--- config.mk ---
export PLATFORM = sky130hd
export DESIGN_NAME = hcbp_queue
export DESIGN_NICKNAME = d
export VERILOG_FILES = /design/src/rtl/core/hcbp_pkg.sv /design/src/rtl/core/hcbp_queue.sv
export SDC_FILE = /design/constraint.sdc
export NUM_CORES = 1
export LEC_CHECK = 0
export BUFFER_PORTS_ARGS = -buffer_cell sky130_fd_sc_hd__buf_2
export CAP_MARGIN = 15
export CORE_MARGIN = 2
export CORE_UTILIZATION = 51
export CTS_BUF_LIST = sky130_fd_sc_hd__clkbuf_16
export DETAILED_ROUTE_END_ITERATION = 7
export GPL_TIMING_DRIVEN = 1
export HOLD_SLACK_MARGIN = 0.03
export PLACE_DENSITY_LB_ADDON = 0.1
export SLEW_MARGIN = 20
export SYNTH_ARGS = -nofsm -noshare
export SYNTH_HDL_FRONTEND = slang
export SYNTH_SLANG_ARGS = --single-unit
--- constraint.sdc ---
create_clock -name clk -period 2.25 [get_ports clk]
set_input_delay 0.675 -clock clk [delete_from_list [all_inputs] [get_ports clk]]
set_output_delay 0.675 -clock clk [all_outputs]
set_load 0.05 [all_outputs]
--- src/rtl/core/hcbp_pkg.sv ---
`timescale 1ns / 1ps
package hcbp_pkg;

  localparam int CODE_W  = 32;
  localparam int LEN_W   = 6;
  localparam int BYTE_W  = 8;
  localparam int FILL_W  = 3;
  localparam int SYM_W   = 8;
  localparam int ACT_W   = 2;

  localparam int MAX_CODE_LEN_DEF = 32;
  localparam int SYMBOL_COUNT_DEF = 256;
  localparam int QUEUE_DEPTH_DEF  = 4;

  localparam logic [ACT_W-1:0] ACT_LOAD   = 2'd0;
  localparam logic [ACT_W-1:0] ACT_ENCODE = 2'd1;
  localparam logic [ACT_W-1:0] ACT_FLUSH  = 2'd2;

  // one unit of work for the packer
  typedef struct packed {
    logic              is_flush;
    logic [CODE_W-1:0] code;
    logic [LEN_W-1:0]  len;
  } op_t;

endpackage

--- src/rtl/core/hcbp_queue.sv ---
`timescale 1ns / 1ps
module hcbp_queue #(
  parameter int DEPTH = hcbp_pkg::QUEUE_DEPTH_DEF
) (
  input  logic          clk,
  input  logic          rst,
  input  logic          wr,
  input  hcbp_pkg::op_t wr_data,
  output logic          full,
  input  logic          rd,
  output hcbp_pkg::op_t rd_data,
  output logic          empty
);
  import hcbp_pkg::*;

  localparam int PTR_W = (DEPTH > 1) ? $clog2(DEPTH) : 1;
  localparam int CNT_W = $clog2(DEPTH + 1);

  op_t              mem [DEPTH];
  logic [PTR_W-1:0] wr_ptr;
  logic [PTR_W-1:0] rd_ptr;
  logic [CNT_W-1:0] count;

  logic do_wr;
  logic do_rd;

  assign full    = count == CNT_W'(DEPTH);
  assign empty   = count == '0;
  assign do_wr   = wr && !full;
  assign do_rd   = rd && !empty;
  assign rd_data = mem[rd_ptr];

  always_ff @(posedge clk) begin
    if (do_wr) begin
      mem[wr_ptr] <= wr_data;
    end
  end

  always_ff @(posedge clk) begin
    if (rst) begin
      wr_ptr <= '0;
      rd_ptr <= '0;
      count  <= '0;
    end else begin
      if (do_wr) begin
        wr_ptr <= (wr_ptr == PTR_W'(DEPTH - 1)) ? '0 : wr_ptr + 1'b1;
      end
      if (do_rd) begin
        rd_ptr <= (rd_ptr == PTR_W'(DEPTH - 1)) ? '0 : rd_ptr + 1'b1;
      end
      count <= count + CNT_W'(do_wr) - CNT_W'(do_rd);
    end
  end

  a_count_bound: assert property (@(posedge clk) disable iff (rst)
    count <= CNT_W'(DEPTH)) else $error("queue count overflow");

endmodule

* After elaboration in Yosys (flattened, before gate mapping)
Memory sizes are Yosys's and may differ from the RTL's. A register that Yosys moved wholly into a read port is not among the register bits. Cells that the tools add are included.
Storage, ports and cells: bits in registers 7, memory bits (writable) 156, input port bits 43, output and inout port bits 41, word-level logic and storage cells 22, memories kept 1
Cells by class: $add $sub $neg 4, equal/unequal tests 3, multiplexer cells 6, reductions and logical operators 5
Memories:
- mem | depth 4, width 39, read ports 1, clocked after memory_dff 1, wr ports 1, RTL line hcbp_queue.sv:19 | op_t mem [DEPTH];
Operators by type and width (number):
- 2-bit 2-to-1 mux | 4
- 2-bit by 1-bit adder with 2-bit output (second input constant) | 2
- 2-bit equality test (second input constant) | 2
- 3-bit by 1-bit adder with 3-bit output | 1
- 3-bit equality test (second input constant) | 1
- 3-bit logical NOT | 1
- 3-bit by 1-bit subtractor with 3-bit output | 1
- 1-bit logical AND | 2
- 1-bit logical NOT | 2
- 1-bit 2-to-1 mux | 2

* Depth between registers and ports, before layout
Gate-level depths: netlist of the first run.
word-level depth 5, depth in mapped cells 11, gate-level depth less buffers 10

* Worst setup path before layout of the first run
OpenSTA, ideal clock, no wires.
path type register to register, start point reg count[2], end point reg count[2], setup time 115 ps, arrival time 2071 ps, data required time 2135 ps, path slack 65 ps, stages on the path, launching flop included 12, path buffers 1, period minus slack after synthesis 2185 ps, path through dfxtp_1 or3b_1 buf_6 and2_4 inv_1 ha_1 inv_1 ha_1 fa_1 xnor2_1 xnor2_1 nor2_1
Between the ends: word-level cells in the longest chain between the ends 5, elaborated cells on any way between the ends 8, those cells by class add/sub (2); eq/ne (1); reduce/logical (5)
Ends and longest elaborated chain:
- from (decl) | RTL line hcbp_queue.sv:22 | logic [CNT_W-1:0] count;
- from (signal assigned) | RTL line hcbp_queue.sv:51 | count <= count + CNT_W'(do_wr) - CNT_W'(do_rd);
- 3-bit equality test | RTL line hcbp_queue.sv:27 | assign full = count == CNT_W'(DEPTH);
- 1-bit logical NOT | RTL line hcbp_queue.sv:29 | assign do_wr = wr && !full;
- 1-bit logical AND | RTL line hcbp_queue.sv:29
- 3-bit by 1-bit adder with 3-bit output | RTL line hcbp_queue.sv:51
- 3-bit by 1-bit subtractor with 3-bit output (*) | RTL line hcbp_queue.sv:51
Mark *: on every way between the ends. The rest lies on a longest branch, timed or not. A chain may end at the register's enable or synchronous reset.

==> results of run 1 <==
==> cells by family after synthesis <==
logic type      after synthesis  synth area share
mux                          40             0.146
fa+ha+maj                     8            0.0176
flops                       165             0.797
buf+inv                      17            0.0144
simple gates                 16            0.0160
xor+xnor                      2           0.00287
compound gates                5           0.00615
==> flip-flops by register name, summed over array words and instances, names as in the netlist, named ones only <==
signal	count
rd_ptr	2
count	3
mem	156
wr_ptr	2
==> layer usage <==
layer	wire length, um	GRT usage	part of all wire
met5	0	0	0
met2	5090	0.272	0.49
met4	136	0.0634	0.013
met1	4490	0.235	0.43
met3	744	0.0723	0.071
==> through the flow <==
step           setup TNS, ps   util  area [um^2]  power, mW  setup WS, ps
2_1_floorplan              0      -         6100       5.86          64.5
3_3_place_gp           -1.41  0.589         6810       6.49         -1.41
3_5_place_dp            -124  0.589         6810       6.52          -124
4_1_cts                -6970  0.667         7710       9.72          -237
5_1_grt                -8130  0.671         7760       10.1          -263
6_report               -5660  0.671         7760       9.67          -192
==> worst min-delay path by stage <==
stage	to	slack, ps	cells after the start
after floorplan	flop	460	2
after global placement	flop	490	2
after detailed placement	flop	490	2
after CTS	mem[1][35]	460	1
after global routing	mem[3][35]	450	1
final	mem[2][35]	470	1
==> cell type report <==
| cell class | instances | area [um^2] | area share |
|---|---|---|---|
| Clock buffer | 17 | 425 | 0.0548 |
| Clock inverter | 9 | 93.8 | 0.0121 |
| Inverter | 8 | 30.0 | 0.00387 |
| Multi-Input combinational cell | 71 | 1160 | 0.149 |
| Sequential cell | 165 | 4880 | 0.628 |
| Tap cell | 143 | 179 | 0.0230 |
| Timing Repair Buffer | 108 | 1000 | 0.129 |
==> power by group through the flow <==
stage | combinational [mW] | clock (mW) | sequential (mW)
after floorplan | 2.01 | 0 | 3.84
after global placement | 2.62 | 0 | 3.87
after detailed placement | 2.63 | 0 | 3.89
after CTS | 3.24 | 2.64 | 3.84
after global routing | 3.41 | 2.78 | 3.87
final | 3.24 | 2.58 | 3.84
==> critical path, cell delays in order (launching register included) <==
cell and delay [ps]:
dfxtp_4 390, buf_4 130, clkbuf_16 150, mux4_2 520, buf_6 170
==> layout by cell type (no fill, tap or decap), drive strengths merged, types with 4 or more instances in the layout <==
| cell type | n |
|---|---|
| mux4 | 39 |
| buf | 107 |
| edfxtp | 156 |
| inv | 9 |
| and3 | 4 |
| clkbuf | 18 |
| ha | 7 |
| dfxtp | 9 |
| clkinv | 5 |
==> timing repair <==
action / CTS / global route
endpoints found under the setup margin: 40 / 41
pin swaps: 0 / 1
resized for setup: 88 / 7
cloned: 3 / 1
buffers inserted: 2 / 4
==> Implementation_results.wiki, run 1 <==
{| class="wikitable"
! Metric !! Value
|-
| Most common library cells after synthesis || edfxtp_1 (156), mux4_2 (39), dfxtp_1 (9)
|-
| Part of the power in combinational logic || 0.335
|-
| Primary flip-flop cell chosen by synthesis mapping || edfxtp_1
|-
| Total power divided by cell area || 1240 nW/um^2
|-
| Number of global-route vias before repair || 3018
|-
| Clock tree buffer depth || 2
|-
| Number of hold buffers added after CTS || 0
|-
| Final weighted congestion of routability-driven global placement || 0.663
|-
| Setup repair after global routing missed its margin || yes
|-
| Maximum level of the CTS H-tree || 4
|-
| Clock period minus final worst setup slack || 2440 ps
|-
| Post-synth top area cell || edfxtp_1
|-
| Worst Tran Pin Value || 359 ps
|-
| Per-cell via count in the routed design || 5.54
|-
| Area share of the leading cell type in the synthesized netlist || 0.768
|-
| Remaining antenna violation count after routing || 0
|-
| Seq cells post-synth || 165
|-
| Total instance count after detailed placement || 486
|-
| Max-cap violations || 0
|-
| Router iterations before antenna repair || 6
|-
| Hold Vio Cnt, Final || 0
|-
| Part of the Yosys area used for sequential elements || 0.797
|-
| Via count || 2884
|-
| TritonCTS clock tree || done
|-
| Category of the worst setup path launch point || flop
|-
| Clock Sinks || 165
|-
| Internal power summed over all cells || 6.68 mW
|-
| Clock Pin Slew Worst Setup and Hold Paths || 50 ps
|-
| Maximum clock frequency || 0.409 GHz
|-
| Std cell rows || 39
|-
| Max-slew violation count || 0
|-
| Layout cells sized above 1 || 0.484
|-
| Final setup viols || 39
|-
| Register-to-Register Path Depth || 10
|-
| Maximum fanout encountered on the critical timing path || 6
|-
| Crit. End Element || output port
|-
| Pin count of the biggest net entering global routing || 24
|-
| Arrival time worst endpoint || 1770 ps
|-
| Syn Nets || 304
|-
| Post-synth ARST share || 0
|-
| Proportion of power drawn by the clock network || 0.267
|-
| HPWL after DPL || 6000 um
|-
| Number of nets in the final layout || 422
|-
| Termination of the worst setup path || rd_data[7]
|-
| First-pass GRT wire length || 16400 um
|-
| Number of buffers created by CTS || 17
|-
| Main area contributors after synthesis || edfxtp_1 (77%), mux4_2 (14%), dfxtp_1 (3.0%)
|-
| Count of different cell masters after synthesis || 25
|-
| Iteration-0 DRC Markers || 195
|-
| Die area || 12900 um^2
|-
| Initial antenna violation count || 0
|-
| Port-buffer cells || 83
|-
| Total wire length || 10500 um
|-
| Setup ws final || -192 ps
|-
| Root buffer cell || clkbuf_16
|-
| Outcome || complete, but fails checks
|-
| Area growth from synthesis to layout || 27.3%
|-
| Top-count cell post-synth || edfxtp_1
|-
| DRC violation count after routing || 0
|-
| Data required time of the critical path || 1570 ps
|-
| Io pins || 84
|-
| Hold Worst Slack || 467 ps
|-
| Failing checks || setup timing
|-
| Worst hold-check path type || primary input to flop
|-
| Synthesis warning total || 0
|-
| Placeable core area || 11600 um^2
|-
| Synthesized instance count || 253
|-
| Origin of the critical flop-to-flop path || count[1]
|-
| Filler instances || 754
|-
| Start-to-end type of the worst setup path || flop to output port
|-
| ANT cells || 0
|-
| Final period utilization || 1.09
|-
| Total congestion overflow || 0
|-
| Post-DR wirelength/cell || 20.1 um
|-
| Clk_lat worst skew || 420 ps
|-
| Initial Utilization || 0.528
|-
| Number of enable flip-flop cells after synthesis || 156
|-
| Die X-Extent || 113 um
|-
| Syn avg cell area || 24.1 um^2
|-
| Register-to-register setup slack || 70 ps
|-
| GRT Util Overall || 0.178
|-
| Switching share of power || 0.309
|-
| Largest vdd supply drop || 0.702 mV
|-
| Power spent charging and discharging nets || 2.99 mW
|-
| RR Endpoint || count[2]
|-
| Non-Filler Instances || 521
|-
| Post-synthesis cell area || 6100 um^2
|-
| Worst-case clock skew || 7.56 ps
|-
| Register share of total power || 0.397
|-
| Startpoint of the worst hold path || wr_data[35]
|-
| Worst slew margin relative to its limit || 0.761
|-
| Die Y || 113 um
|-
| Leakage power of the design || 2.72 nW
|}
Power figures use the tool's default switching activity.
==> inputs of run 2 (changes only) <==
--- a/config.mk
+++ b/config.mk
@@ -7,7 +7,7 @@
 export LEC_CHECK = 0
 export BUFFER_PORTS_ARGS = -buffer_cell sky130_fd_sc_hd__buf_2
 export CAP_MARGIN = 15
-export CORE_MARGIN = 2
+export CORE_MARGIN = 10
 export CORE_UTILIZATION = 51
 export CTS_BUF_LIST = sky130_fd_sc_hd__clkbuf_16
 export DETAILED_ROUTE_END_ITERATION = 7
==> Implementation_results.wiki, run 2 (same netlist as run 1, synthesis figures left out) <==
{| class="wikitable"
! Metric !! Value
|-
| Outcome || complete, but fails checks
|-
| Failing checks || setup timing
|-
| Part of the power in combinational logic || 0.335
|-
| Arrival time worst endpoint || 1780 ps
|-
| DRC violation count after routing || 0
|-
| Total congestion overflow || 0
|-
| Via count || 2833
|-
| Die area || 16700 um^2
|-
| Register share of total power || 0.393
|-
| Pin count of the biggest net entering global routing || 40
|-
| Die X-Extent || 129 um
|-
| Leakage power of the design || 2.72 nW
|-
| Iteration-0 DRC Markers || 252
|-
| Highest-count cells in the layout ignoring fill and taps || edfxtp_1 (156), buf_2 (43), mux4_2 (39), buf_6 (39), clkbuf_16 (18)
|-
| GRT Util Overall || 0.144
|-
| Number of hold buffers added after CTS || 0
|-
| Initial Utilization || 0.528
|-
| Router iterations before antenna repair || 4
|-
| Proportion of power drawn by the clock network || 0.272
|-
| Worst Tran Pin Value || 355 ps
|-
| Initial antenna violation count || 1
|-
| Start-to-end type of the worst setup path || flop to output port
|-
| Data required time of the critical path || 1570 ps
|-
| Final period utilization || 1.09
|-
| Area growth from synthesis to layout || 27.4%
|-
| Maximum level of the CTS H-tree || 4
|-
| Worst hold-check path type || primary input to flop
|-
| Internal power summed over all cells || 6.70 mW
|-
| Io pins || 84
|-
| Number of global-route vias before repair || 3169
|-
| Clock tree buffer depth || 2
|-
| Switching share of power || 0.313
|-
| Number of buffers created by CTS || 17
|-
| Total power divided by cell area || 1260 nW/um^2
|-
| Clk_lat worst skew || 410 ps
|-
| Die Y || 129 um
|-
| Number of nets in the final layout || 419
|-
| Std cell rows || 39
|-
| Largest vdd supply drop || 0.936 mV
|-
| Maximum fanout encountered on the critical timing path || 5
|-
| Register-to-Register Path Depth || 10
|-
| Setup repair after global routing missed its margin || yes
|-
| Layout cells sized above 1 || 0.480
|-
| Top reg by flops || mem
|-
| Clock Pin Slew Worst Setup and Hold Paths || 60 ps
|-
| Maximum clock frequency || 0.408 GHz
|-
| Total wire length || 11200 um
|-
| Hold Vio Cnt, Final || 0
|-
| Worst slew margin relative to its limit || 0.763
|-
| Hold Worst Slack || 476 ps
|-
| Min-Delay Path Depth || 1
|-
| Root buffer cell || clkbuf_16
|-
| TritonCTS clock tree || done
|-
| Remaining antenna violation count after routing || 0
|-
| Clock period minus final worst setup slack || 2450 ps
|-
| Post-DR wirelength/cell || 21.4 um
|-
| Placeable core area || 11600 um^2
|-
| ANT cells || 0
|-
| Total power || 9.76 mW
|-
| Max-slew violation count || 0
|-
| Per-cell via count in the routed design || 5.43
|-
| Biggest registers after layout || mem: 156 flops, count: 3 flops
|-
| Final design instance area without fill || 7770 um^2
|-
| Setup ws final || -202 ps
|-
| Area post-placement || 6790 um^2
|-
| Port-buffer cells || 83
|-
| Final weighted congestion of routability-driven global placement || 0.722
|-
| Clock Sinks || 165
|-
| Number of flip-flops in the largest register || 156
|-
| Leading cell type in the layout, fill and taps excluded || edfxtp_1
|-
| Category of the worst setup path launch point || flop
|-
| Power spent charging and discharging nets || 3.05 mW
|-
| Max-cap violations || 0
|-
| Crit. End Element || output port
|-
| Total Negative Setup Slacks || -5620 ps
|-
| Worst-case clock skew || 3.40 ps
|-
| First-pass GRT wire length || 17600 um
|-
| HPWL after DPL || 6830 um
|-
| Final setup viols || 39
|}
run 2: cell types whose count changed in the layout (fill, tap and decap cells not counted), sizes merged:
cell	previous run	this run
clkinvlp	1	2
inv	9	12
buf	107	104
run 2: stage by stage:
| step | setup WS, ps | util | std cells |
|---|---|---|---|
| 2_1_floorplan | 64.5 | - | 253 |
| 3_3_place_gp | -15.9 | 0.587 | 485 |
| 3_5_place_dp | -102 | 0.587 | 485 |
| 4_1_cts | -237 | 0.668 | 521 |
| 5_1_grt | -266 | 0.672 | 522 |
| 6_report | -202 | 0.672 | 522 |
run 2: critical path: stages (launching register included):
cell and delay (ps):
dfxtp_4 410, buf_12 130, buf_16 120, mux4_2 520
buf_8 170
run 2: what timing repair did:
item,4_1_cts,5_1_grt
hold endpoints to repair,0,0
cloned,3,1
pin swaps,0,1
setup endpoints to repair,40,41
setup buffers,3,0
gates resized for setup,88,6
run 2: worst paths after layout:
kind / slack, ps / startpoint / endpoint
max reg2reg: 100 / count[2] / count[2]
min: 480 / wr_data[7] / mem[2][7]
min reg2reg: 500 / rd_ptr[0] / flop
max: -200 / flop / rd_data[1]
run 2: area by class of cell:
type                            count  area (um^2)
Sequential cell                   165         4870
Tap cell                          143          179
Clock inverter                     13          120
Multi-Input combinational cell     71         1160
Fill cell                         739         3790
Timing Repair Buffer              105          982
Clock buffer                       17          425
Inverter                            8         30.0
run 2: power groups by stage:
stage | combinational, mW | clock, mW | sequential [mW]
2_1_floorplan | 2.01 | 0 | 3.84
3_3_place_gp | 2.63 | 0 | 3.87
3_5_place_dp | 2.65 | 0 | 3.89
4_1_cts | 3.28 | 2.72 | 3.83
5_1_grt | 3.45 | 2.86 | 3.86
6_report | 3.27 | 2.65 | 3.83
run 2: layer usage:
layer | up-vias | wire length [um] | GRT usage | share of wire
li1 | 1286 | - | - | -
met2 | 78 | 5800 | 0.238 | 0.52
met1 | 1454 | 4600 | 0.167 | 0.41
met5 | - | 11 | 0 | 0.00098
met4 | 2 | 138 | 0.0515 | 0.012
met3 | 13 | 640 | 0.0583 | 0.057
