[src/rtl/core/hcbp_pkg.sv]
`timescale 1ns / 1ps
package hcbp_pkg;

  localparam int CODE_W  = 32;
  localparam int LEN_W   = 6;
  localparam int BYTE_W  = 8;
  localparam int FILL_W  = 3;
  localparam int SYM_W   = 8;
  localparam int ACT_W   = 2;

  localparam int MAX_CODE_LEN_DEF = 32;
  localparam int SYMBOL_COUNT_DEF = 256;
  localparam int QUEUE_DEPTH_DEF  = 4;

  localparam logic [ACT_W-1:0] ACT_LOAD   = 2'd0;
  localparam logic [ACT_W-1:0] ACT_ENCODE = 2'd1;
  localparam logic [ACT_W-1:0] ACT_FLUSH  = 2'd2;

  // one unit of work for the packer
  typedef struct packed {
    logic              is_flush;
    logic [CODE_W-1:0] code;
    logic [LEN_W-1:0]  len;
  } op_t;

endpackage

[src/rtl/core/hcbp_back.sv]
`timescale 1ns / 1ps
module hcbp_back (
  input  logic                         clk,
  input  logic                         rst,
  input  hcbp_pkg::op_t                op,
  input  logic                         op_empty,
  output logic                         op_pop,
  output logic                         empty,
  input  logic                         pop,
  output logic [hcbp_pkg::BYTE_W-1:0]  packed_byte,
  output logic                         last_of_run
);
  import hcbp_pkg::*;

  logic              busy;
  logic [CODE_W-1:0] cur;
  logic [LEN_W-1:0]  n;
  logic [BYTE_W-1:0] acc;
  logic [FILL_W-1:0] fill;
  logic              out_valid;

  logic              busy_next;
  logic [CODE_W-1:0] cur_next;
  logic [LEN_W-1:0]  n_next;
  logic [BYTE_W-1:0] acc_next;
  logic [FILL_W-1:0] fill_next;

  logic                out_load;
  logic [BYTE_W-1:0]   out_byte;
  logic                out_last;
  logic                space;
  logic [FILL_W:0]     room;
  logic [FILL_W:0]     take;
  logic [FILL_W:0]     fill_sum;
  logic [LEN_W-1:0]    n_rem;
  logic [2*BYTE_W-1:0] merged;
  logic [BYTE_W-1:0]   flush_byte;

  assign empty = !out_valid;
  assign space = !out_valid || pop;

  assign room       = (FILL_W + 1)'(BYTE_W) - {1'b0, fill};
  assign take       = (n < LEN_W'(room)) ? n[FILL_W:0] : room;
  assign fill_sum   = {1'b0, fill} + take;
  assign n_rem      = n - LEN_W'(take);
  assign merged     = {acc, cur[CODE_W-1 -: BYTE_W]} << take;
  assign flush_byte = acc << ((FILL_W + 1)'(BYTE_W) - {1'b0, fill});

  always_comb begin
    busy_next = busy;
    cur_next  = cur;
    n_next    = n;
    acc_next  = acc;
    fill_next = fill;
    op_pop    = 1'b0;
    out_load  = 1'b0;
    out_byte  = merged[2*BYTE_W-1 -: BYTE_W];
    out_last  = 1'b1;
    if (busy) begin
      if (fill_sum == (FILL_W + 1)'(BYTE_W)) begin
        if (space) begin
          out_load  = 1'b1;
          out_last  = n_rem < LEN_W'(BYTE_W);
          acc_next  = '0;
          fill_next = '0;
          cur_next  = cur << take;
          n_next    = n_rem;
          busy_next = n_rem != '0;
        end
      end else begin
        acc_next  = merged[2*BYTE_W-1 -: BYTE_W];
        fill_next = fill_sum[FILL_W-1:0];
        cur_next  = cur << take;
        n_next    = n_rem;
        busy_next = n_rem != '0;
      end
    end else if (!op_empty) begin
      if (op.is_flush) begin
        if (fill == '0) begin
          op_pop = 1'b1;
        end else if (space) begin
          op_pop    = 1'b1;
          out_load  = 1'b1;
          out_byte  = flush_byte;
          acc_next  = '0;
          fill_next = '0;
        end
      end else begin
        op_pop    = 1'b1;
        busy_next = 1'b1;
        cur_next  = op.code << (LEN_W'(CODE_W) - op.len);
        n_next    = op.len;
      end
    end
  end

  always_ff @(posedge clk) begin
    if (rst) begin
      busy      <= 1'b0;
      acc       <= '0;
      fill      <= '0;
      n         <= '0;
      out_valid <= 1'b0;
    end else begin
      busy <= busy_next;
      acc  <= acc_next;
      fill <= fill_next;
      n    <= n_next;
      if (out_load) begin
        out_valid <= 1'b1;
      end else if (pop) begin
        out_valid <= 1'b0;
      end
    end
  end

  always_ff @(posedge clk) begin
    cur <= cur_next;
    if (out_load) begin
      packed_byte <= out_byte;
      last_of_run <= out_last;
    end
  end

  a_busy_len: assert property (@(posedge clk) disable iff (rst)
    busy |-> n != '0) else $error("busy with no bits left");

  a_load_space: assert property (@(posedge clk) disable iff (rst)
    out_load |-> (!out_valid || pop)) else $error("result overwritten");

  a_pop_idle: assert property (@(posedge clk) disable iff (rst)
    op_pop |-> !busy) else $error("op taken while busy");

endmodule

[config.mk]
export PLATFORM = sky130hd
export DESIGN_NAME = hcbp_back
export DESIGN_NICKNAME = d
export VERILOG_FILES = /design/src/rtl/core/hcbp_pkg.sv /design/src/rtl/core/hcbp_back.sv
export SDC_FILE = /design/constraint.sdc
export NUM_CORES = 1
export LEC_CHECK = 0
export CAP_MARGIN = 20
export CORE_MARGIN = 8
export CORE_UTILIZATION = 67
export DETAILED_ROUTE_END_ITERATION = 16
export DONT_BUFFER_PORTS = 1
export PLACE_DENSITY = 0.86
export SLEW_MARGIN = 20
export SYNTH_ARGS = -nofsm -noshare
export SYNTH_HDL_FRONTEND = slang
export SYNTH_SLANG_ARGS = --single-unit
[constraint.sdc]
create_clock -name clk -period 7.85 [get_ports clk]
set_clock_uncertainty 0.05 [all_clocks]
set_input_delay 0 -clock clk [delete_from_list [all_inputs] [get_ports clk]]
set_output_delay 0 -clock clk [all_outputs]
set_load 0.03 [all_outputs]
* Word level (Yosys, flattened, before mapping) *
Cells that the tools add are included.

word-level totals
  register bits = 60
  output and inout port bits = 11
  input bits = 43
  logic and storage cells = 77

cells by class
  $lt $le $gt $ge = 2
  eq/ne operators = 5
  shift operators = 4
  muxes and demuxes = 45
  reduce and logical (&&, ||, !) cells = 9
  add/subtract/negate cells = 4

operators with widths
  kind                                                        number
  2-to-1 mux 32 bit                                           5
  2-to-1 mux 8 bit                                            11
  << shifter 32 x 4 -> 32 bit                                 1
  << shifter 32 x 6 -> 32 bit                                 1
  2-to-1 mux 6 bit                                            5
  2-to-1 mux 3 bit                                            6
  2-to-1 mux 1 bit                                            17
  << shifter 16 x 4 -> 16 bit                                 1
  AND reduction 3 bit                                         3
  << shifter 8 x 4 -> 8 bit                                   1
  less-than comparator 6 x 4 -> 1 bit                         1
  less-than comparator 6 x 4 -> 1 bit, second input constant  1
  nonzero test 6 bit                                          1
  subtractor 6 x 4 -> 6 bit                                   1
  subtractor 6 bit, first input constant                      1
  adder 3 x 4 -> 4 bit                                        1
  == test 4 bit, second input constant                        1
  2-to-1 mux 4 bit                                            1
  inequality test 2 x 1 -> 1 bit, second input constant       2
  nonzero test 2 bit                                          2
  subtractor 4 x 3 -> 4 bit, first input constant             1
  logical NOT 3 bit                                           1
  inequality test 3 bit, second input constant                1
  inequality test 2 bit, second input constant                1
  other kinds (2)                                             2

* Longest topological paths before layout *
Gate-level depths: netlist of the first run.

  depth in word-level cells = 9
  depth in mapped cells = 21

* Least setup slack after synthesis of the first run *
Ideal clock, no wire load.

  path type = reg-to-reg
  start point = register fill[0]
  end point = register n[1]
  required time = 7.681 ns
  data arrival time = 4.737 ns
  library setup time = 0.119 ns
  stages on the path, launching flop included = 21
  clock period less this slack = 4.905 ns
  path slack = 2.945 ns
  cell sequence = dfxtp_1 -> clkbuf_1 -> inv_1 -> ha_1 -> ha_1 -> buf_2 -> xnor2_1 -> nand2_1 -> o21ai_2 -> mux2i_1 -> inv_1 -> buf_2 -> buf_2 -> buf_2 -> fa_1 -> xor2_1 -> or3_1 -> o31ai_4 -> buf_6 -> nand2_4 -> o221a_1

between the ends
  word-level cells in the longest chain between the ends = 7
  elaborated cells between the ends (all ways) = 11
  classes of those cells = add/sub: 3; order compare: 1; eq/ne: 2; mux: 4; reduce/logical: 1

ends and longest elaborated chain
  what                                                                               RTL line                          RTL
  start, declared                                                                    hcbp_back.sv:19                   logic [FILL_W-1:0] fill;
  start signal, assigned                                                             hcbp_back.sv:107                  fill <= fill_next;
  subtractor 4 x 3 -> 4 bit                                                          hcbp_back.sv:42                   assign room = (FILL_W + 1)'(BYTE_W) - {1'b0, fill};
  less-than comparator 6 x 4 -> 1 bit                                                hcbp_back.sv:43                   assign take = (n < LEN_W'(room)) ? n[FILL_W:0] : room;
  2-to-1 mux 4 bit                                                                   hcbp_back.sv:43
  adder 3 x 4 -> 4 bit / subtractor 6 x 4 -> 6 bit (equally long branches)           hcbp_back.sv:44, hcbp_back.sv:45
  == test 4 bit / 2-to-1 mux 6 bit (equally long branches)                           hcbp_back.sv:60, hcbp_back.sv:61
  inequality test 3 bit (no source line) / 2-to-1 mux 6 bit (equally long branches)  n/a
  AND reduction 3 bit (no source line) / 2-to-1 mux 6 bit (equally long branches)    n/a
  end signal, assigned                                                               hcbp_back.sv:108                  n <= n_next;
  end, declared                                                                      hcbp_back.sv:17                   logic [LEN_W-1:0] n;

Parallel ways exist; a longest one is shown, timed or not. The select of a mux whose other input is x is not followed.
A chain may end at the register's enable or synchronous reset.

* Worst setup path in the final report of the first run *
Ends and elaborated chain as after synthesis.

==> out/qor.yml, run 1 <==
power:
  switchingPower_mw: 0.806
  power_per_cell_area_mw_per_mm2: 252
  combPwrFrac_pct: 54.8
  worst_ir_drop_vdd_mv: 0.145
  pwr-share-clk_pct: 18.1
  static-leakage-power_nw: 2.56
  power.total_mw: 1.75
  power_report.internal_total_mw: 0.944
  power.share.sequential_pct: 27.1
  switching_power_as_a_share_of_total_power_pct: 46.0
sta:
  max-slew-margin-rel_pct: 29.0
  hold_viol_final: 0
  post-route-worst-setup-slack_ps: 1610
  timing.final.max_slew_violations: 0
  worst_hold_slack_ps: 18.2
  grt_setup_unrepaired: "false"
  timing.setup.tns_ps: 0
  fmax_mhz: 160
  timing.final.crit_share_pct: 79.5
  max_slew.worst_pin.slew_ps: 1060
  setup_violations: 0
  fin_crit_ps: 6240
finish:
  layout-drive-gt1-share_pct: 14.2
  final_design_area_no_fill_mm2: 0.00695
  layout.area.seq_mm2: 0.00161
  fin_nets: 784
  fill_cells: 737
  syn2layout_area_growth_pct: 4.97
  antenna_cells_inserted: 0
  utilization_pct: 71.8
  final_standard_cell_count_with_taps_included_and_fillers_excluded: 867
  multi_input_comb_area_mm2: 0.00469
clock_tree:
  cts_tree: "done"
  cts.root.buffer_cell: "sky130_fd_sc_hd__clkbuf_8"
  post-cts-setup-buffers: 0
  numCtsBuffers: 9
  numClockSinks: 60
  cts.repair.resized: 0
  worst_skew_pair.late_latency_ps: 370
  cts_hold_repair.buffers: 11
  cts_max_level: 3
  maximum_buffer_depth_of_the_clock_tree: 2
  clkTransAtPathRegs_ps: 80
global_routing:
  grt_max_degree: 45
  first_pass_grt_wire_length_mm: 32.4
  grt_antenna_before_repair: 0
  grt.overflow.total: 0
  grt_pass1_vias: 6059
  global_route.usage.total_pct: 31.1
routing:
  finalWirelength_mm: 20.2
  routed_via_density: 7.37
  routed-via-count: 6390
  drt_pass1_iterations: 6
  routed_wire_length_per_instance_um: 23.3
  first_iter_violations: 990
  route.antenna.remaining_nets: 0
  drc: 0
place:
  area_after_detailed_placement_mm2: 0.00662
  gp_routability_congestion: 0.971
  placement.io_buffers: 0
  detailedPlacementHpwl_mm: 14.7
  pre_cts_ws_ps: 1720
  dp_cells: 840
yosys:
  ys_top_cells_by_count: "sky130_fd_sc_hd__nand2_1 (113), sky130_fd_sc_hd__mux2i_1 (78), sky130_fd_sc_hd__nor2_1 (52)"
  yosysWarnings: 0
  synthesized_netlist_net_count: 807
  synth.distinct_cells: 78
  seq_area_frac_synth_pct: 24.3
  synth.ff_latch_count: 60
  synth_area_per_cell_um2: 8.81
  syn-cell-area_mm2: 0.00663
  post_synth_main_area_contributors: "sky130_fd_sc_hd__edfxtp_1 (19%), sky130_fd_sc_hd__mux2i_1 (12%), sky130_fd_sc_hd__mux4_2 (11%)"
  synth_async_sr_flop_share_pct: 0
  synth.largest_area_cell: "sky130_fd_sc_hd__edfxtp_1"
  netlist_instances: 752
  yosysTopAreaCellShare_pct: 18.6
  synth_top_flop_cell: "sky130_fd_sc_hd__edfxtp_1"
  synth_most_common_cell: "sky130_fd_sc_hd__nand2_1"
  synth-edff-count: 41
critical_path:
  crit_path_end_kind: "flop"
  r2r_cells: 15
  timing_worst_setup_path_type: "reg -> reg"
  critical_path_maximum_fanout: 38
  arrival_ps: 6450
  critical_path.max_stage_delay_ps: 800
  worst_setup_path_start_kind: "flop"
  worstPathCellList: "inv_1 > ha_1 > inv_1 > ha_1 > o21ai_0 > o221a_2 > nor2_8 > inv_4 > ha_1 > fa_1 > xor2_1 > or3_1 > o31ai_4 > nand2_4 > o221a_1"
  slowest_stage: "sky130_fd_sc_hd__dfxtp_1"
  timing.reg2reg.setup_slack_ps: 1610
  cp.required_ps: 8060
  most_frequent_cell_on_the_critical_path: "sky130_fd_sc_hd__ha_1"
floorplanning:
  start_util_pct: 68.4
  fp.dieW_um: 115
  floorplan.rows: 36
  core_area_mm2: 0.00968
  num_io_pins: 54
  die_height_um: 115
  die-area_mm2: 0.0133
hold_path:
  hold_depth: 2
  holdCritPathClass: "in -> reg"
status:
  outcome: "complete, no violations"
job:
  max-cap-violations: 0
## cell families (layout without fill, tap and decap cells)
family	count (synthesis)	count (layout)	share of synthesized area [%]
buffers and inverters	75	57	5.27
AO/OA/AOI/OAI	205	205	22.2
adder cells (fa/ha/maj)	12	12	2.38
XOR/XNOR	14	14	1.96
multiplexers	129	129	26.1
flip-flops	60	60	24.3
AND/OR/NAND/NOR	257	257	17.7
## power groups by stage
stage                     Sequential (mW)  Combinational (mW)  Clock (mW)
after global routing                0.478                1.02       0.329
after detailed placement            0.478               0.917           0
after CTS                           0.471               0.927       0.316
after floorplan                     0.450               0.736           0
final                               0.474               0.959       0.317
after global placement              0.475               0.900           0
## flip-flops by register name, indices dropped and copies added (netlist names)
register     count
cur             32
acc              8
packed_byte      8
n                6
fill             3
busy             1
last_of_run      1
out_valid        1
## worst max-delay path, delay by kind of cell, from the launching register on
family,cells,cell delay [ps]
fa+ha+maj,4,1810
compound gates,4,1440
simple gates,3,1110
flops,1,800
buf+inv,3,710
xor+xnor,1,180
## area by class of cell
cell class,instances,share of cell area [%]
Timing Repair Buffer,22,2.77
Tap cell,133,2.39
Sequential cell,60,23.2
Inverter,19,1.13
Clock buffer,10,2.14
Multi-Input combinational cell,617,67.4
Clock inverter,6,0.972
## per-layer routing
layer / share of wire (%) / global-route usage, % / vias to the layer above / wire length [µm]
met5: 0 / 0 / - / 0
met4: 2.8 / 12.7 / 0 / 576
met3: 11 / 7.24 / 42 / 2240
met2: 45 / 47.7 / 456 / 9090
met1: 41 / 41.4 / 3033 / 8320
li1: - / - / 2859 / -
## worst paths after layout
check               start  endpoint
setup / recovery  fill[0]      n[1]
hold / removal      op[6]    cur[4]
setup reg to reg  fill[0]      n[1]
hold reg to reg    acc[7]    acc[7]
## cells in the final DEF, fill, tap and decap left out, drive strengths merged, types with 20 or more instances in the layout
cell,n
mux2i,78
nand2,114
nor3,22
edfxtp,41
inv,21
nor2,53
o21ai,35
o22ai,20
a21oi,40
mux4,33
Power figures use the tool's default switching activity.
==> run 2, diff against run 1 <==
--- a/config.mk
+++ b/config.mk
@@ -7,10 +7,10 @@
 export LEC_CHECK = 0
 export CAP_MARGIN = 20
 export CORE_MARGIN = 8
-export CORE_UTILIZATION = 67
+export CORE_UTILIZATION = 60
 export DETAILED_ROUTE_END_ITERATION = 16
 export DONT_BUFFER_PORTS = 1
-export PLACE_DENSITY = 0.86
+export PLACE_DENSITY = 0.82
 export SLEW_MARGIN = 20
 export SYNTH_ARGS = -nofsm -noshare
 export SYNTH_HDL_FRONTEND = slang
==> constraint.sdc (replaced) <==
create_clock -name clk -period 5.4 [get_ports clk]
set_clock_uncertainty 0.05 [all_clocks]
set_input_delay 0 -clock clk [delete_from_list [all_inputs] [get_ports clk]]
set_output_delay 0 -clock clk [all_outputs]
set_load 0.03 [all_outputs]
==> out/qor.yml, run 2 (synthesized netlist as in run 1, its figures left out) <==
place:
  area_after_detailed_placement_mm2: 0.00666  # +0.59%
  placement.io_buffers: 0  # unchanged
  gp_routability_congestion: 1.02  # +4.9%
  detailedPlacementHpwl_mm: 14.2  # -3.6%
sta:
  max-slew-margin-rel_pct: 27.0  # -1.9 points
  fmax_mhz: 193  # +21%
  grt_setup_unrepaired: "false"
  max_slew.worst_pin.slew_ps: 1090  # +28.8 ps
  worst_hold_slack_ps: 39.1  # +20.9 ps
  timing.final.crit_share_pct: 95.7  # +16 points
  timing.setup.tns_ps: 0  # unchanged
  setup_violations: 0  # unchanged
  hold_viol_final: 0  # unchanged
  timing.final.max_slew_violations: 0  # unchanged
  fin_crit_ps: 5170  # -1070 ps
routing:
  first_iter_violations: 956  # -3.4%
  drt_pass1_iterations: 9  # +3
  routed_wire_length_per_instance_um: 22.4  # -4.1%
  drc: 0  # unchanged
  finalWirelength_mm: 19.7  # -2.6%
  routed_via_density: 7.30  # -0.91%
  routed-via-count: 6427  # +0.58%
  route.antenna.remaining_nets: 0  # unchanged
critical_path:
  worst_r2r_startpoint: "fill[0]"
  arrival_ps: 5410  # -1040 ps
  timing.reg2reg.setup_slack_ps: 230  # -1380 ps
  cpLargestDelayFamily: "compound AO/OA/AOI/OAI gates"
  slowest_stage: "sky130_fd_sc_hd__dlygate4sd3_1"
  worstPathCellList: "inv_1 > ha_1 > ha_1 > nor2b_1 > a21oi_4 > o221a_2 > nor2_8 > inv_4 > buf_4 > ha_1 > a21oi_1 > o221ai_1 > a221oi_1 > a311o_1 > a32oi_1 > dlygate4sd3_1 > a31oi_1"
  r2r_cells: 17  # +2
  path_buf_inv: 4  # +1
  most_frequent_cell_on_the_critical_path: "sky130_fd_sc_hd__ha_1"
  cp.required_ps: 5640  # -2420 ps
  rr_endpoint: "n[5]"
  timing_worst_setup_path_type: "reg -> reg"
  crit_path_end_kind: "flop"
  critical_path.max_stage_delay_ps: 630  # -170 ps
  critical_path_maximum_fanout: 37  # -2.6%
  worst_setup_path_start_kind: "flop"
finish:
  antenna_cells_inserted: 0  # unchanged
  reg_top3: "cur: 32 flops, acc: 8 flops, packed_byte: 8 flops"
  layout-drive-gt1-share_pct: 14.9  # +0.70 points
  fill_cells: 854  # +16%
  layout_commonest_cell: "sky130_fd_sc_hd__nand2_1"
  layout.area.seq_mm2: 0.00161  # unchanged
  syn2layout_area_growth_pct: 5.78
  most-common-layout-cells: "sky130_fd_sc_hd__nand2_1 (113), sky130_fd_sc_hd__mux2i_1 (77), sky130_fd_sc_hd__nor2_1 (52), sky130_fd_sc_hd__edfxtp_1 (41), sky130_fd_sc_hd__a21oi_1 (39)"
  regMostFlops: "cur"
  largest_register_ffs: 32  # unchanged
  final_design_area_no_fill_mm2: 0.00701  # +0.77%
  fin_nets: 790  # +0.77%
  utilization_pct: 64.9  # -6.9 points
  multi_input_comb_area_mm2: 0.00470  # +0.27%
hold_path:
  min_from: "op[0]"
  hold_depth: 3  # +1
  hold_path_end: "cur[0]"
  holdCritPathClass: "in -> reg"
floorplanning:
  num_io_pins: 54  # unchanged
  die-area_mm2: 0.0147  # +10%
  start_util_pct: 61.4  # -7.0 points
  fp.dieW_um: 121  # +4.9%
  floorplan.rows: 38  # +5.6%
  die_height_um: 121  # +4.9%
  core_area_mm2: 0.0108  # +11%
clock_tree:
  worst_skew_pair.late_latency_ps: 360  # about the same
  cts.root.buffer_cell: "sky130_fd_sc_hd__clkbuf_8"
  numClockSinks: 60  # unchanged
  maximum_buffer_depth_of_the_clock_tree: 2  # unchanged
  numCtsBuffers: 9  # unchanged
  clkTransAtPathRegs_ps: 80  # about the same
  cts_max_level: 3  # unchanged
  cts_tree: "done"
power:
  power_per_cell_area_mw_per_mm2: 358  # +42%
  static-leakage-power_nw: 2.58  # +0.83%
  worst_ir_drop_vdd_mv: 0.172  # +19%
global_routing:
  grt.overflow.total: 0  # unchanged
  grt_antenna_before_repair: 0  # unchanged
  grt_max_degree: 38  # -16%
  first_pass_grt_wire_length_mm: 31.5  # -3.0%
  global_route.usage.total_pct: 26.5  # -4.6 points
  grt_pass1_vias: 6018  # -0.68%
status:
  outcome: "complete, no violations"
job:
  max-cap-violations: 0  # unchanged
-- run 2: final cells by class --
class | instances | area share [%]
multi-input cells | 617 | 67.1
flip-flops and latches | 60 | 23.0
repair buffers | 28 | 3.46
well taps | 140 | 2.50
clock buffers | 9 | 1.77
inverters | 19 | 1.12
clock inverters | 7 | 1.07
-- run 2: per-layer routing --
layer | wire length (µm) | GRT usage, % | part of all wire (%)
met1 | 7620 | 33.6 | 39
met3 | 2280 | 6.47 | 12
met2 | 8910 | 41.6 | 45
met4 | 884 | 12.6 | 4.5
met5 | 0 | 0 | 0
-- run 2: worst register-to-register path, delay by kind of cell, from the launching register on --
| kind | cells | cell delay [ps] |
|---|---|---|
| adders and majority gates | 3 | 1020 |
| AOI/OAI and AO/OA | 8 | 1800 |
| and+or+nand+nor | 2 | 680 |
| DFF | 1 | 450 |
| buffers and inverters | 4 | 1110 |
-- run 2: per-stage QoR --
step | worst slack, ps | total power [mW] | std cells
final | 231 | 2.51 | 880
after floorplan | 495 | 1.72 | 752
after global placement | 770 | 1.98 | 851
after global routing | 21.5 | 2.62 | 880
after detailed placement | 520 | 2.02 | 851
after CTS | 382 | 2.45 | 879
-- run 2: how the worst max path moves through the flow --
stage / from / endpoint / slack [ps] / cells after the start
2_1_floorplan: fill[0] / n[1] / 490 / 20
3_3_place_gp: fill[1] / n[1] / 770 / 15
3_5_place_dp: fill[0] / n[1] / 520 / 15
4_1_cts: fill[0] / n[5] / 380 / 17
5_1_grt: fill[0] / n[5] / 20 / 17
6_report: fill[0] / n[5] / 230 / 17
-- run 2: power breakdown --
| group | leakage (nW) | internal, mW | switching, mW |
|---|---|---|---|
| Combinational | 1.93 | 0.541 | 0.857 |
| Sequential | 0.552 | 0.595 | 0.0886 |
| Clock | 0.100 | 0.215 | 0.210 |
| Total | 2.58 | 1.35 | 1.16 |
-- run 2: what timing repair did --
item	4_1_cts	5_1_grt
hold buffers	12	1
setup buffers	0	0
hold endpoints to repair	21	4
resized for setup	0	2
setup endpoints to repair	0	1
